--- src/hw/rtl/tam_pkg.sv ---
// ----------------------------------------------------------------------------
// tam_pkg
// Widths, constants, stage payload types and the arctangent table of the
// triangle area and minimum angle pipeline.
// ----------------------------------------------------------------------------
package tam_pkg;

  localparam int SW     = 16;           // side width
  localparam int SUMW   = SW + 1;       // pair sum and difference width
  localparam int PERW   = SW + 2;       // perimeter width
  localparam int M1W    = PERW + SUMW;  // perimeter times difference
  localparam int M2W    = 2 * SUMW;     // difference times difference
  localparam int HALFW  = SUMW;         // split of the wide product
  localparam int PPW    = M1W + HALFW;  // partial product width
  localparam int PRODW  = 66;           // Heron product, valid triangles
  localparam int SQW    = 2 * SW;       // square of a side
  localparam int XVW    = SQW + 2;      // law of cosines numerator

  localparam int FRAC_SHIFT = 24;
  localparam int RADSH      = 2 * FRAC_SHIFT;
  localparam int ROOTW      = (PRODW + RADSH) / 2;
  localparam int REMW       = ROOTW + 4;
  localparam int AREA_SHIFT = FRAC_SHIFT - 6;
  localparam int AREAW      = 40;

  localparam int NIT  = 28;             // rotation steps
  localparam int XW   = 62;
  localparam int ZW   = 32;
  localparam int ATW  = 28;

  localparam int UNIT_SHIFT   = 10;
  localparam int SECS_PER_DEG = 3600;
  localparam int SECS_PER_MIN = 60;
  localparam int MAX_DEG      = 60;
  localparam int MAX_SECS     = MAX_DEG * SECS_PER_DEG;
  localparam int TW           = 18;
  localparam int RECIP_SHIFT  = 24;
  localparam int RECIP60      = ((1 << RECIP_SHIFT) + SECS_PER_MIN - 1) / SECS_PER_MIN;
  localparam int RCW          = 19;
  localparam int QW           = 12;
  localparam int ANGW         = 6;

  typedef struct packed {
    logic            is_tri;
    logic            equi;
    logic [PERW-1:0] perim;
  } tam_meta_t;

  typedef struct packed {
    tam_meta_t        meta;
    logic [PRODW-1:0] prod;
    logic [XVW-1:0]   xv;
  } tam_heron_t;

  typedef struct packed {
    tam_meta_t        meta;
    logic [ROOTW-1:0] root;
    logic [XVW-1:0]   xv;
  } tam_root_t;

  typedef struct packed {
    tam_meta_t        meta;
    logic [AREAW-1:0] area;
    logic [ZW-1:0]    z;
  } tam_ang_t;

  typedef struct packed {
    logic             is_triangle;
    logic [PERW-1:0]  perimeter;
    logic [AREAW-1:0] area_q8;
    logic [ANGW-1:0]  angle_degrees;
    logic [ANGW-1:0]  angle_minutes;
    logic [ANGW-1:0]  angle_seconds;
  } tam_res_t;

  // Arctangent of 2^-k in 1/1024 arc second, rounded to nearest.
  function automatic logic [ATW-1:0] atan_lut(input logic [4:0] k);
    logic [ATW-1:0] v;
    case (k)
      5'd0:    v = 28'd165888000;
      5'd1:    v = 28'd97929405;
      5'd2:    v = 28'd51743208;
      5'd3:    v = 28'd26265660;
      5'd4:    v = 28'd13183799;
      5'd5:    v = 28'd6598326;
      5'd6:    v = 28'd3299968;
      5'd7:    v = 28'd1650085;
      5'd8:    v = 28'd825055;
      5'd9:    v = 28'd412529;
      5'd10:   v = 28'd206265;
      5'd11:   v = 28'd103132;
      5'd12:   v = 28'd51566;
      5'd13:   v = 28'd25783;
      5'd14:   v = 28'd12892;
      5'd15:   v = 28'd6446;
      5'd16:   v = 28'd3223;
      5'd17:   v = 28'd1611;
      5'd18:   v = 28'd806;
      5'd19:   v = 28'd403;
      5'd20:   v = 28'd201;
      5'd21:   v = 28'd101;
      5'd22:   v = 28'd50;
      5'd23:   v = 28'd25;
      5'd24:   v = 28'd13;
      5'd25:   v = 28'd6;
      5'd26:   v = 28'd3;
      5'd27:   v = 28'd2;
      default: v = '0;
    endcase
    return v;
  endfunction

endpackage

--- src/hw/rtl/tam_dms.sv ---
// ----------------------------------------------------------------------------
// tam_dms
// Splits the angle into degrees, minutes and seconds by reciprocal
// multiplication and forms the result register.
// ----------------------------------------------------------------------------
module tam_dms
  import tam_pkg::*;
(
  input  logic     clk,
  input  logic     rst_n,
  input  logic     en,
  input  logic     vld_i,
  input  tam_ang_t data_i,
  output logic     vld_o,
  output tam_res_t res_o
);

  localparam int TFW = ZW - UNIT_SHIFT;
  localparam int P1W = TW + RCW;
  localparam int P2W = QW + RCW;

  logic [4:0]       vld_r;
  tam_meta_t        meta1_r, meta2_r, meta3_r, meta4_r;
  logic [AREAW-1:0] area1_r, area2_r, area3_r, area4_r;
  logic [TW-1:0]    t1_r, t2_r;
  logic [P1W-1:0]   p1_r;
  logic [QW-1:0]    q3_r, q4_r;
  logic [ANGW-1:0]  sec3_r, sec4_r;
  logic [P2W-1:0]   p2_r;
  tam_res_t         res_r;

  logic [TFW-1:0]   tfull;
  logic [TW-1:0]    t_nxt;
  logic [QW-1:0]    q_nxt, deg_q;
  logic [TW-1:0]    q60;
  logic [QW-1:0]    deg60;
  logic [ANGW-1:0]  deg_nxt, min_nxt;

  always_comb begin
    // Negative angles count as zero; the angle is capped at 60 degrees.
    tfull = data_i.z[ZW-1] ? '0 : TFW'(data_i.z >> UNIT_SHIFT);
    t_nxt = (tfull > TFW'(MAX_SECS)) ? TW'(MAX_SECS) : TW'(tfull);
    q_nxt = QW'(p1_r >> RECIP_SHIFT);
    q60   = TW'(q_nxt) * TW'(SECS_PER_MIN);
    deg_q = QW'(p2_r >> RECIP_SHIFT);
    deg60 = deg_q * QW'(SECS_PER_MIN);
    deg_nxt = ANGW'(deg_q);
    min_nxt = ANGW'(q4_r - deg60);
  end

  always_ff @(posedge clk) begin
    if (!rst_n) begin
      vld_r <= '0;
    end else if (en) begin
      vld_r <= {vld_r[3:0], vld_i};
    end
  end

  always_ff @(posedge clk) begin
    if (en) begin
      meta1_r <= data_i.meta;
      area1_r <= data_i.area;
      t1_r    <= t_nxt;

      meta2_r <= meta1_r;
      area2_r <= area1_r;
      t2_r    <= t1_r;
      p1_r    <= P1W'(t1_r) * P1W'(RECIP60);

      meta3_r <= meta2_r;
      area3_r <= area2_r;
      q3_r    <= q_nxt;
      sec3_r  <= ANGW'(t2_r - q60);

      meta4_r <= meta3_r;
      area4_r <= area3_r;
      q4_r    <= q3_r;
      sec4_r  <= sec3_r;
      p2_r    <= P2W'(q3_r) * P2W'(RECIP60);

      res_r.is_triangle <= meta4_r.is_tri;
      if (!meta4_r.is_tri) begin
        res_r.perimeter     <= '0;
        res_r.area_q8       <= '0;
        res_r.angle_degrees <= '0;
        res_r.angle_minutes <= '0;
        res_r.angle_seconds <= '0;
      end else begin
        res_r.perimeter <= meta4_r.perim;
        res_r.area_q8   <= area4_r;
        if (meta4_r.equi) begin
          res_r.angle_degrees <= ANGW'(MAX_DEG);
          res_r.angle_minutes <= '0;
          res_r.angle_seconds <= '0;
        end else begin
          res_r.angle_degrees <= deg_nxt;
          res_r.angle_minutes <= min_nxt;
          res_r.angle_seconds <= sec4_r;
        end
      end
    end
  end

  assign vld_o = vld_r[4];
  assign res_o = res_r;

endmodule

--- config.mk ---
export PLATFORM = sky130hd
export DESIGN_NAME = tam_dms
export DESIGN_NICKNAME = d
export VERILOG_FILES = /design/src/hw/rtl/tam_pkg.sv /design/src/hw/rtl/tam_dms.sv
export SDC_FILE = /design/constraint.sdc
export NUM_CORES = 1
export LEC_CHECK = 0
export BUFFER_PORTS_ARGS = -buffer_cell sky130_fd_sc_hd__buf_2
export CAP_MARGIN = 20
export CORE_UTILIZATION = 27
export DETAILED_ROUTE_END_ITERATION = 7
export PLACE_DENSITY = 0.52
export SETUP_SLACK_MARGIN = 0.3
export SKIP_CTS_REPAIR_TIMING = 1
export SLEW_MARGIN = 5
export SYNTH_ARGS = -nofsm -noshare
export SYNTH_HDL_FRONTEND = slang
export SYNTH_SLANG_ARGS = --single-unit
export TNS_END_PERCENT = 1
--- constraint.sdc ---
create_clock -name clk -period 4.6 [get_ports clk]
set_input_delay 0.69 -clock clk [delete_from_list [all_inputs] [get_ports clk]]
set_output_delay 0.69 -clock clk [all_outputs]
set_load 0.02 [all_outputs]
==> impl_results.md <==
* Drt wl/cell at 13.8 µm
* Syn nets at between 1000 and 1500
* Vias per inst at 3.97
* # IOs at 174
* DIE AREA at 0.0662 mm²
* Most frequent cells in the layout: edfxtp_1 (389), ha_1 (169), buf_2 (162), inv_1 (139), and2_1 (81)
* Netlist cell types at 46
* Chip height at approximately 260 µm
* Met3 wire len at about 2100 µm
* GRT Total Usage at around 9.1%
* Synthesis-stage register bit count at 394
* Port bufs at roughly 160
* Final hold violations at 0
* Final core utilization at 32.8%
* Share of layout cells above drive strength 1 at 21.6%
* Netlist Area Pre-Place at 0.0176 mm²
* Most common cell after layout, fill and taps aside: edfxtp_1
* Top-area cell type share of the netlist area at 66.4%
* Syn Area/Cell at 16.5 µm²
* Top cell by count, worst path: fa_1
* Worst-Skew Late Latency at 0.56 ns
* Rel. slew slack at 42.5%
* Minimum clock period at 4.55 ns
* Slew @ Worst Pin at between 0.8 and 0.9 ns
* Outcome: complete, no violations
* Worst-path clk slew at 0.06 ns
* Metal-1 WL at 13700 µm
* Buf/Inv on CP at 2
* Max Freq at approximately 220 MHz
* Die width at 257 µm
* Vias at 8635
* Async SR Flop Fraction at 0%
* Critical Path Fanout Max at 6
* Cell family with most CP delay: adder cells
* Antenna violations before repair at 1
* Max Cap Viol at 0
* Final net count at 1614
* Number of synthesized flops with an enable pin at 389
* Aggregate routed wire length at 29900 µm
* H-tree levels at 2
* Share of the yosys chip area belonging to registers at ~67%
* Clk_skew at approximately 0.017 ns
* Worst path slowest cell: fa_2
* Worst r2r src: t1_r[17]
* Top Layer Used: met5
* VDD IR-drop max at 0.253 mV
* Cells after Synth at 1063
* Syn-to-layout area delta at 20.1%
* Power Dens Cells at 556 mW/mm²
* Met2 WL at 13300 µm
* Pleak at 0.00866 µW
* Hold Crit Class: primary input to register
* CTS Buffer Depth at 3
* Grt total ovfl at 0
* Synthesis warning total at 0
* Clock sink count at 394
* Dpl hpwl at 21300 µm
* R2R setup slack at 0.05 ns
* WP data arrival at 4.86 ns
* Crit path kind: register to register
* Total power at 11800 µW
* Finish-stage setup viols at 0
* # DRC at 0
* Final Max Slew Viols at 0
* CTS tree: done
* Max incr delay on CP at 0.55 ns
* Core area at 0.0645 mm²
* Nature of the critical path endpoint: register
* Root buffer cell: clkbuf_16
* Num rows at 93
* Largest net degree at the start of global routing at between 100 and 150
* Tcrit/Tclk final at 98.9%
* Top cell type by total area after synthesis: edfxtp_1
* DR pass1 iterations at 4
* Post-Layout Cell Count at 2174
* Number of CTS-inserted buffers at between 40 and 50
* Layout fillers at 6299
* First-pass GRT wire length at 47500 µm
* Unrepaired setup endpoints after global routing: yes
* Vias in the first global route at between 8000 and 9000
* Post-route ant nets at 0
* Crit start category: register
* Cells along the critical path: ha_2 -> fa_2 -> inv_2 -> fa_1 -> fa_1 -> inv_2 -> fa_1 -> ha_4 -> nand4_4 -> o22a_1 -> nand2_2 -> a211oi_4 -> o31ai_4 -> a31oi_1 -> xnor2_1
* DR iter-0 viols at approximately 400
* Worst hold start: data_i[85]
* Worst path required time at 4.91 ns
* Final GP Congestion at ~0.76
* Most area-consuming cells after synthesis: edfxtp_1 (66%), ha_1 (13%), fa_1 (6.7%), inv_1 (3.1%), and2_1 (2.9%)
* CP Launch Point: t1_r[17]
* Starting density of the core at 27.3%
* Dpl cells at 2093
* Main synth FF type: edfxtp_1
==> power by group <==
part           switching, µW  internal, µW
registers                160          4450
clock network           1390          1800
logic                   2160          1800
==> metrics by stage <==
stage / setup TNS (ns) / worst slack, ns / instance area [µm²] / hold WS (ns)
detailed placement: 0 / 0.00674 / 19700 / 0.405
global route: -0.581 / -0.160 / 21100 / 0.238
global placement: 0 / 0.0600 / 19700 / 0.400
CTS: 0 / 0.0403 / 21000 / 0.227
finish: 0 / 0.0526 / 21100 / 0.292
floorplan: 0 / 0.276 / 17700 / 0.400
==> per-layer routing <==
| metal | up-vias | global-route usage [%] |
|---|---|---|
| met3 | 60 | 2.58 |
| met1 | 4128 | 12.1 |
| met4 | 2 | 2.99 |
| li1 | 4262 | - |
| met2 | 183 | 14.3 |
| met5 | - | 0 |
==> layout make-up <==
cell class	count	area, µm²	share of cell area (%)
diodes	1	2.50	0.0118
flip-flops and latches	394	11800	55.8
repair buffers	186	1040	4.90
clock buffers	55	1120	5.31
inverters	143	537	2.54
clock inverters	25	189	0.894
multi-input cells	515	5390	25.5
well taps	855	1070	5.06
==> cells by family (layout without fill, tap and decap cells) <==
family                     after synthesis  count (layout)  synth area share (%)
and+or+nand+nor                        156             156                  5.26
other                                    0               1                     0
muxes                                    5               5                 0.285
adders and majority gates              235             235                  19.2
DFF                                    394             394                  67.0
AOI/OAI and AO/OA                       88              88                  3.43
buffers and inverters                  154             409                  3.29
xor gates and xnor gates                31              31                  1.54
==> registers in the layout, summed over array words and instances, names as in the netlist, 12 cells and up <==
| register | count |
|---|---|
| area1_r | 40 |
| area2_r | 40 |
| area3_r | 40 |
| area4_r | 40 |
| meta1_r | 20 |
| meta2_r | 20 |
| meta3_r | 20 |
| meta4_r | 20 |
| p1_r | 12 |
| q3_r | 12 |
| res_o | 77 |
| t1_r | 18 |
==> final timing paths <==
| kind | end | cells after the start |
|---|---|---|
| max | p1_r[32] | 15 |
| min | meta1_r[13] | 1 |
| max reg2reg | p1_r[32] | 15 |
| min reg2reg | meta3_r[14] | 0 |
==> synthesized netlist by cell type, types with 7 or more instances <==
cell,count
xor2_1,8
a21o_1,12
a21oi_1,30
clkbuf_1,11
and2_1,81
inv_1,143
o21ai_0,7
ha_1,176
nor2_1,17
o21a_1,7
nand2_1,16
nor2b_1,8
fa_1,59
o21ai_1,7
edfxtp_1,389
xnor2_1,23
(Power assumes the default switching activity.)
